`src/design/hsl_pkg.sv`:
```
// shared types and constants of the hsl to rgb converter
`default_nettype none

package hsl_pkg;

    // pipeline depth from input transfer to result register
    localparam int unsigned NUM_STAGES = 5;
    localparam int unsigned NUM_CHAN   = 3;

    localparam int unsigned CH_RED   = 0;
    localparam int unsigned CH_GREEN = 1;
    localparam int unsigned CH_BLUE  = 2;

    typedef logic [8:0]  t_hue;    // degrees
    typedef logic [6:0]  t_pct;    // percent
    typedef logic [13:0] t_lvl;    // percent squared, at most 10000
    typedef logic [14:0] t_wide;   // sums up to 20000
    typedef logic [5:0]  t_wgt;    // ramp weight 0..60
    typedef logic [19:0] t_ramp;   // ramp value, at most 600000
    typedef logic [17:0] t_scl;    // ramp * 17 / 64
    typedef logic [7:0]  t_level;  // channel intensity

    typedef struct packed {
        logic [NUM_STAGES-1:0] adv;  // stage loads this cycle
    } t_pipe_ctl;

    localparam t_hue  DEG_FULL    = 9'd360;
    localparam t_hue  DEG_SIXTH   = 9'd60;
    localparam t_hue  DEG_THIRD   = 9'd120;
    localparam t_hue  DEG_HALF    = 9'd180;
    localparam t_hue  DEG_2THIRD  = 9'd240;
    localparam t_pct  PCT_FULL    = 7'd100;
    localparam t_pct  PCT_HALF    = 7'd50;
    localparam t_wgt  WGT_FULL    = 6'd60;

    // 255 / 600000 = 17 / (64 * 625); the 625 is a reciprocal multiply
    localparam int unsigned SCL_SHIFT   = 6;
    localparam int unsigned RECIP_SHIFT = 30;
    localparam logic [20:0] RECIP_625   = 21'd1717987;

endpackage

`default_nettype wire

```
`src/design/hsl_ifs.sv`:
```
// stream interfaces for hsl input triples and rgb results
`default_nettype none

interface hsl_in_if;
    import hsl_pkg::*;
    logic valid;
    logic ready;
    t_hue hue_deg;
    t_pct sat_pct;
    t_pct light_pct;

    modport source (output valid, output hue_deg, output sat_pct, output light_pct,
                    input ready);
    modport sink   (input valid, input hue_deg, input sat_pct, input light_pct,
                    output ready);
endinterface

interface rgb_out_if;
    import hsl_pkg::*;
    logic   valid;
    logic   ready;
    t_level red_level;
    t_level green_level;
    t_level blue_level;

    modport source (output valid, output red_level, output green_level,
                    output blue_level, input ready);
    modport sink   (input valid, input red_level, input green_level,
                    input blue_level, output ready);
endinterface

`default_nettype wire

```
`src/design/hsl_to_rgb_converter.sv`:
```
// top level of the hsl to rgb converter: stage control and channel instances
// Usage:
//   i_pix carries one hue (degrees), saturation and lightness (percent) per
//   transfer; o_pix returns the matching 8-bit red, green and blue levels.
//   Hue of 360 or more wraps by 360, percentages above 100 clamp to 100.
// An input transfer reaches o_pix after passing through every register stage in order.
// Throughput: one item per cycle while o_pix.ready is high; five register stages,
//   of which the ramp stage holds two narrow multipliers and an add.
// Each stage carries its own valid bit and loads whenever it is empty or the
//   stage after it moves on, so bubbles close up behind a stalled output.
// When o_pix.ready is low the result stage holds its data; i_pix.ready drops
//   only once every stage is full, and nothing is lost or repeated.
// Reset clears all valid bits; data registers are not reset. After reset the
//   block accepts input in the first cycle.
`default_nettype none

module hsl_to_rgb_converter
    import hsl_pkg::*;
(
    input  wire         i_clk,
    input  wire         i_rst_n,
    hsl_in_if.sink      i_pix,
    rgb_out_if.source   o_pix
);

    logic [NUM_STAGES-1:0] r_vld;
    t_pipe_ctl             n_ctl;
    t_hue                  w_hue [NUM_CHAN];
    t_lvl                  w_low;
    t_lvl                  w_span;
    t_level                w_level [NUM_CHAN];

    always_comb begin
        n_ctl.adv[NUM_STAGES-1] = !r_vld[NUM_STAGES-1] || o_pix.ready;
        for (int k = NUM_STAGES - 2; k >= 0; k--) begin
            n_ctl.adv[k] = !r_vld[k] || n_ctl.adv[k+1];
        end
    end

    always_ff @(posedge i_clk) begin
        if (!i_rst_n) begin
            r_vld <= '0;
        end else begin
            if (n_ctl.adv[0]) begin
                r_vld[0] <= i_pix.valid;
            end
            for (int k = 1; k < NUM_STAGES; k++) begin
                if (n_ctl.adv[k]) begin
                    r_vld[k] <= r_vld[k-1];
                end
            end
        end
    end

    hsl_front u_front (
        .i_clk       (i_clk),
        .i_ctl       (n_ctl),
        .i_hue_deg   (i_pix.hue_deg),
        .i_sat_pct   (i_pix.sat_pct),
        .i_light_pct (i_pix.light_pct),
        .o_hue       (w_hue),
        .o_low       (w_low),
        .o_span      (w_span)
    );

    for (genvar c = 0; c < NUM_CHAN; c++) begin : g_chan
        hsl_chan u_chan (
            .i_clk   (i_clk),
            .i_ctl   (n_ctl),
            .i_hue   (w_hue[c]),
            .i_low   (w_low),
            .i_span  (w_span),
            .o_level (w_level[c])
        );
    end

    assign i_pix.ready       = n_ctl.adv[0];
    assign o_pix.valid       = r_vld[NUM_STAGES-1];
    assign o_pix.red_level   = w_level[CH_RED];
    assign o_pix.green_level = w_level[CH_GREEN];
    assign o_pix.blue_level  = w_level[CH_BLUE];

endmodule

`default_nettype wire

```
`src/design/hsl_front.sv`:
```
// input clamping, hue rotation and the two intermediate levels (stages one and two)
`default_nettype none

module hsl_front
    import hsl_pkg::*;
(
    input  wire         i_clk,
    input  t_pipe_ctl   i_ctl,
    input  t_hue        i_hue_deg,
    input  t_pct        i_sat_pct,
    input  t_pct        i_light_pct,
    output t_hue        o_hue [NUM_CHAN],
    output t_lvl        o_low,
    output t_lvl        o_span
);

    t_hue  n_hue_g;
    t_hue  n_hue [NUM_CHAN];
    t_pct  n_sat;
    t_pct  n_lit;
    t_lvl  n_ls;
    t_wide n_lit100;
    t_wide n_sat100;
    t_wide n_high_w;
    t_lvl  n_high;
    t_wide n_lit200;
    t_wide n_low_w;
    t_lvl  n_low;
    t_lvl  n_span;

    t_hue  r_hue [NUM_CHAN];
    t_lvl  r_high;
    t_wide r_lit200;
    t_lvl  r_low;
    t_lvl  r_span;

    always_comb begin
        n_hue_g = (i_hue_deg >= DEG_FULL) ? i_hue_deg - DEG_FULL : i_hue_deg;
        n_hue[CH_GREEN] = n_hue_g;
        n_hue[CH_RED]   = (n_hue_g < DEG_2THIRD) ? n_hue_g + DEG_THIRD
                                                 : n_hue_g - DEG_2THIRD;
        n_hue[CH_BLUE]  = (n_hue_g >= DEG_THIRD) ? n_hue_g - DEG_THIRD
                                                 : n_hue_g + DEG_2THIRD;

        n_sat = (i_sat_pct > PCT_FULL) ? PCT_FULL : i_sat_pct;
        n_lit = (i_light_pct > PCT_FULL) ? PCT_FULL : i_light_pct;

        n_ls     = t_lvl'(n_lit) * t_lvl'(n_sat);
        n_lit100 = t_wide'(n_lit) * t_wide'(PCT_FULL);
        n_sat100 = t_wide'(n_sat) * t_wide'(PCT_FULL);
        n_lit200 = {n_lit100[13:0], 1'b0};

        // upper level, percent squared
        if (n_lit < PCT_HALF) begin
            n_high_w = n_lit100 + t_wide'(n_ls);
        end else begin
            n_high_w = n_lit100 + n_sat100 - t_wide'(n_ls);
        end
        n_high = n_high_w[13:0];

        n_low_w = r_lit200 - t_wide'(r_high);
        n_low   = n_low_w[13:0];
        n_span  = r_high - n_low;
    end

    always_ff @(posedge i_clk) begin
        if (i_ctl.adv[0]) begin
            r_hue    <= n_hue;
            r_high   <= n_high;
            r_lit200 <= n_lit200;
        end
        if (i_ctl.adv[1]) begin
            r_low  <= n_low;
            r_span <= n_span;
        end
    end

    assign o_hue  = r_hue;
    assign o_low  = r_low;
    assign o_span = r_span;

endmodule

`default_nettype wire

```
`src/design/hsl_chan.sv`:
```
// one colour channel: ramp weight, ramp value and scaling to 8 bits (stages two to five)
`default_nettype none

module hsl_chan
    import hsl_pkg::*;
(
    input  wire         i_clk,
    input  t_pipe_ctl   i_ctl,
    input  t_hue        i_hue,
    input  t_lvl        i_low,
    input  t_lvl        i_span,
    output t_level      o_level
);

    t_hue        n_back;
    t_wgt        n_wgt;
    t_ramp       n_ramp;
    logic [23:0] n_x17;
    t_scl        n_scl;
    logic [38:0] n_prod;
    t_level      n_level;

    t_wgt        r_wgt;
    t_ramp       r_ramp;
    t_scl        r_scl;
    t_level      r_level;

    always_comb begin
        // rising edge, plateau, falling edge, floor
        n_back = DEG_2THIRD - i_hue;
        if (i_hue < DEG_SIXTH) begin
            n_wgt = i_hue[5:0];
        end else if (i_hue < DEG_HALF) begin
            n_wgt = WGT_FULL;
        end else if (i_hue < DEG_2THIRD) begin
            n_wgt = n_back[5:0];
        end else begin
            n_wgt = '0;
        end

        n_ramp = t_ramp'(i_low) * t_ramp'(WGT_FULL) + t_ramp'(i_span) * t_ramp'(r_wgt);

        n_x17 = {r_ramp, 4'b0000} + {4'b0000, r_ramp};
        n_scl = n_x17[23:SCL_SHIFT];

        // exact floor of r_scl / 625 for every r_scl in range
        n_prod  = {21'd0, r_scl} * {18'd0, RECIP_625};
        n_level = n_prod[RECIP_SHIFT+7:RECIP_SHIFT];
    end

    always_ff @(posedge i_clk) begin
        if (i_ctl.adv[1]) begin
            r_wgt <= n_wgt;
        end
        if (i_ctl.adv[2]) begin
            r_ramp <= n_ramp;
        end
        if (i_ctl.adv[3]) begin
            r_scl <= n_scl;
        end
        if (i_ctl.adv[4]) begin
            r_level <= n_level;
        end
    end

    assign o_level = r_level;

endmodule

`default_nettype wire
```
`src/flat_wrapper.sv`:
```
// flat-port wrapper written by rule: the top's interface ports become plain ports
module hsl_to_rgb_converter_flat import hsl_pkg::*;
  (i_clk, i_rst_n, i_pix_valid, i_pix_hue_deg, i_pix_sat_pct, i_pix_light_pct, i_pix_ready, o_pix_valid, o_pix_red_level, o_pix_green_level, o_pix_blue_level, o_pix_ready);
  hsl_in_if i_pix_i ();
  rgb_out_if o_pix_i ();
  input  wire i_clk;
  input  wire i_rst_n;
  input wire logic [$bits(i_pix_i.valid)-1:0] i_pix_valid;
  input wire logic [$bits(i_pix_i.hue_deg)-1:0] i_pix_hue_deg;
  input wire logic [$bits(i_pix_i.sat_pct)-1:0] i_pix_sat_pct;
  input wire logic [$bits(i_pix_i.light_pct)-1:0] i_pix_light_pct;
  output wire logic [$bits(i_pix_i.ready)-1:0] i_pix_ready;
  output wire logic [$bits(o_pix_i.valid)-1:0] o_pix_valid;
  output wire logic [$bits(o_pix_i.red_level)-1:0] o_pix_red_level;
  output wire logic [$bits(o_pix_i.green_level)-1:0] o_pix_green_level;
  output wire logic [$bits(o_pix_i.blue_level)-1:0] o_pix_blue_level;
  input wire logic [$bits(o_pix_i.ready)-1:0] o_pix_ready;
  assign i_pix_i.valid = i_pix_valid;
  assign i_pix_i.hue_deg = i_pix_hue_deg;
  assign i_pix_i.sat_pct = i_pix_sat_pct;
  assign i_pix_i.light_pct = i_pix_light_pct;
  assign i_pix_ready = i_pix_i.ready;
  assign o_pix_valid = o_pix_i.valid;
  assign o_pix_red_level = o_pix_i.red_level;
  assign o_pix_green_level = o_pix_i.green_level;
  assign o_pix_blue_level = o_pix_i.blue_level;
  assign o_pix_i.ready = o_pix_ready;
  hsl_to_rgb_converter u_core (.i_clk(i_clk), .i_rst_n(i_rst_n), .i_pix(i_pix_i), .o_pix(o_pix_i));
endmodule
```
`config.mk`:
```
export PLATFORM = sky130hd
export DESIGN_NAME = hsl_to_rgb_converter_flat
export DESIGN_NICKNAME = d
export VERILOG_FILES = /design/src/design/hsl_pkg.sv /design/src/design/hsl_ifs.sv /design/src/design/hsl_to_rgb_converter.sv /design/src/design/hsl_front.sv /design/src/design/hsl_chan.sv /design/src/flat_wrapper.sv
export SDC_FILE = /design/constraint.sdc
export NUM_CORES = 2
export LEC_CHECK = 0
export BUFFER_PORTS_ARGS = -buffer_cell sky130_fd_sc_hd__buf_4
export CAP_MARGIN = 25
export CORE_ASPECT_RATIO = 1.25
export CORE_MARGIN = 5
export CORE_UTILIZATION = 45
export CTS_CLUSTER_DIAMETER = 80
export DETAILED_ROUTE_END_ITERATION = 12
export PLACE_DENSITY_LB_ADDON = 0.2
export SLEW_MARGIN = 5
export SYNTH_ARGS = -nofsm -noshare
export SYNTH_HDL_FRONTEND = slang
export SYNTH_SLANG_ARGS = --single-unit
```
`constraint.sdc`:
```
create_clock -name i_clk -period 9.55 [get_ports i_clk]
set_input_delay 0.4775 -clock i_clk [delete_from_list [all_inputs] [get_ports i_clk]]
set_output_delay 0.4775 -clock i_clk [all_outputs]
set_load 0.005 [all_outputs]
```
==> run summary <==
worst hold stages: 1
DRC viols: 0
Top FF cell, synth: edfxtp_1
Rel. slew slack: 0.412
hold path endpoint: u_core.u_front.o_hue[20]
distinct cell type count of the synthesized netlist: 71
skew final: 25.9 ps
Yosys warning count: 0
worst endpoint required time: 9880 ps
clk root buf: clkbuf_16
via count: 27778
top-area cell type share of the netlist area: 0.314
met3 GRT Util: 0.0192
Final TNS setup: 0 ps
DR iter-0 viols: 1039
GRT busiest layer: met2
Final Non-Filler Cells: 5528
CTS Buf Count: 31
vias in the first global route: 29632
diode count: 0
width of the die: 284 um
aggregate global routing overflow: 0
final setup vio count: 0
Synth area leaders: fa_1 (31%), ha_1 (22%), edfxtp_1 (16%), inv_1 (9.3%), xnor2_1 (3.1%)
Critical Path Fanout Max: 8
CP Capture Type: flop
cells on worst reg2reg path: 20
count leader, synth: inv_1
Routed WL: 91300 um
total die area: 100000 um^2
max-cap violation count: 0
Max stage delay on crit path: 550 ps
initial core utilization: 0.454
post-layout util: 0.485
run status: complete, no violations
core region area: 93100 um^2
Slew Limit Fails: 0
largest net degree at the start of global routing: 58
WL/cell: 16.5 um
Pre-Repair DR Iteration Count: 5
ANT nets after route: 0
Reg-to-Reg Start: u_core.g_chan[0].u_chan.r_scl[5]
measured slew at the worst slew-check pin: 873 ps
Slowest-stage cell, CP: fa_1
via-per-instance ratio: 5.02
Final HPWL DP: 80100 um
clk_lat worst skew: 600 ps
CTS sink cnt: 231
Hold Startpoint: i_pix_hue_deg[2]
Synth Cell Area: 42200 um^2
Worst Path Arrival: 7780 ps
fin crit period: 7440 ps
cts hold-fix bufs: 0
CTS tree: yes
nets: 5721
GPL Wtd Cong: 0.933
CTS Buffer Depth: 3
die height: 352 um
PortBufs: 52
num ports: 53
syn_area_per_cell: 9.93 um^2
layout cell share with drive strength beyond 1: 0.0347
Final period util: 0.779
Crit Path Category: input pin to flop
Reg clk slew, reported paths: 60 ps
Resized Gates After CTS: 0
Hold Fails Final Rpt: 0
Tot GR Track Use: 0.187
R2R Setup Slk: 3110 ps
met1 usage: 0.236
register area share after synthesis: 0.163
Yosys reg bits: 231
GR Util met2: 0.341
unrepaired setup endpoints after global routing: no
Startpoint Class: input pin
worst hold path class: input pin to flop
CTS H-Tree Depth: 1
Worst Path Buf+Inv: 6
CP delay by family, top: adder cells
initial antenna violation count: 0
Post-synth EDFFs: 226
list of most frequent post-synthesis cells: inv_1 (1051), ha_1 (733), fa_1 (662)
setup bufs post-CTS: 0
# rows: 125
hold slack final: 84.6 ps
cell taking the most area after synthesis: fa_1
Placed Cells: 5472
synthesized instance count: 4251
async set-reset flop share out of synthesis: 0
reg2reg end: u_core.g_chan[0].u_chan.o_level[7]
Fmax: 134 MHz
first-pass GRT wire length: 152000 um
Area Growth Syn to Fin: 6.85%
==> layer usage <==
metal  wire length (um)  up-vias
met5                  0        -
li1                   -    13607
met1              39000    13645
met3               2860      124
met4               2690        0
met2              46800      402
==> logic make-up (layout without fill, tap and decap cells) <==
logic type                 count (synthesis)  count (layout)  synth area share
adders and majority gates               1395            1395             0.531
other                                      2               9          0.000178
xor gates and xnor gates                 211             211            0.0439
and+or+nand+nor                          805             805            0.0870
buffers and inverters                   1109            1173            0.0986
muxes                                      9               9           0.00219
DFF                                      231             231             0.163
AOI/OAI and AO/OA                        489             489            0.0739
==> final cells by class <==
type                            instances  area [um^2]
Clock inverter                         22          283
Multi-Input combinational cell       2918        31200
Tap cell                             1206         1510
Clock buffer                           34          787
Fill cell                            8709        47900
Timing Repair Buffer                   66          495
Sequential cell                       231         6890
Inverter                             1051         3950
==> sequential cells by signal, summed over array words and instances, names as in the netlist <==
signal and count:
u_core.g_chan.u_chan.o_level 24, u_core.g_chan.u_chan.r_ramp 57, u_core.g_chan.u_chan.r_scl 54, u_core.g_chan.u_chan.r_wgt 18, u_core.r_vld 5, u_core.u_front.o_hue 21
u_core.u_front.o_low 14, u_core.u_front.o_span 13, u_core.u_front.r_high 14, u_core.u_front.r_lit200 11
==> through the flow <==
step                cell area [um^2]  setup slack, ps
floorplan                      42200             2520
global placement               44000             1620
detailed placement             44000             1510
CTS                            45100             2150
global route                   45100             1610
finish                         45100             2110
==> cell usage in the layout (no fill, tap or decap), drive strengths merged, types with 28 or more instances in the layout <==
| master | Yosys | routed |
|---|---|---|
| inv | 1051 | 1055 |
| ha | 733 | 733 |
| fa | 662 | 662 |
| nand2 | 320 | 320 |
| edfxtp | 226 | 226 |
| nor2 | 197 | 197 |
| a21oi | 161 | 161 |
| xnor2 | 149 | 149 |
| o21ai | 106 | 106 |
| buf | 1 | 66 |
| xor2 | 62 | 62 |
| and2 | 51 | 51 |
| a21o | 49 | 49 |
| nand3 | 49 | 49 |
| nor3 | 46 | 46 |
| clkbuf | 57 | 34 |
| nand2b | 33 | 33 |
| nor2b | 32 | 32 |
| o21a | 28 | 28 |
==> how the worst max path moves through the flow <==
stage	from	end	cells past startpoint
CTS	i_pix_light_pct[1]	u_core.u_front.r_high[13]	30
global route	i_pix_light_pct[1]	u_core.u_front.r_high[13]	30
floorplan	i_pix_light_pct[1]	u_core.u_front.r_high[13]	29
detailed placement	i_pix_light_pct[1]	u_core.u_front.r_high[13]	30
finish	i_pix_light_pct[1]	u_core.u_front.r_high[13]	30
global placement	i_pix_light_pct[1]	u_core.u_front.r_high[13]	30
Power is left out: the tool's default activity adds up to more than one toggle a clock period on the data nets, which glitch-free logic cannot reach.
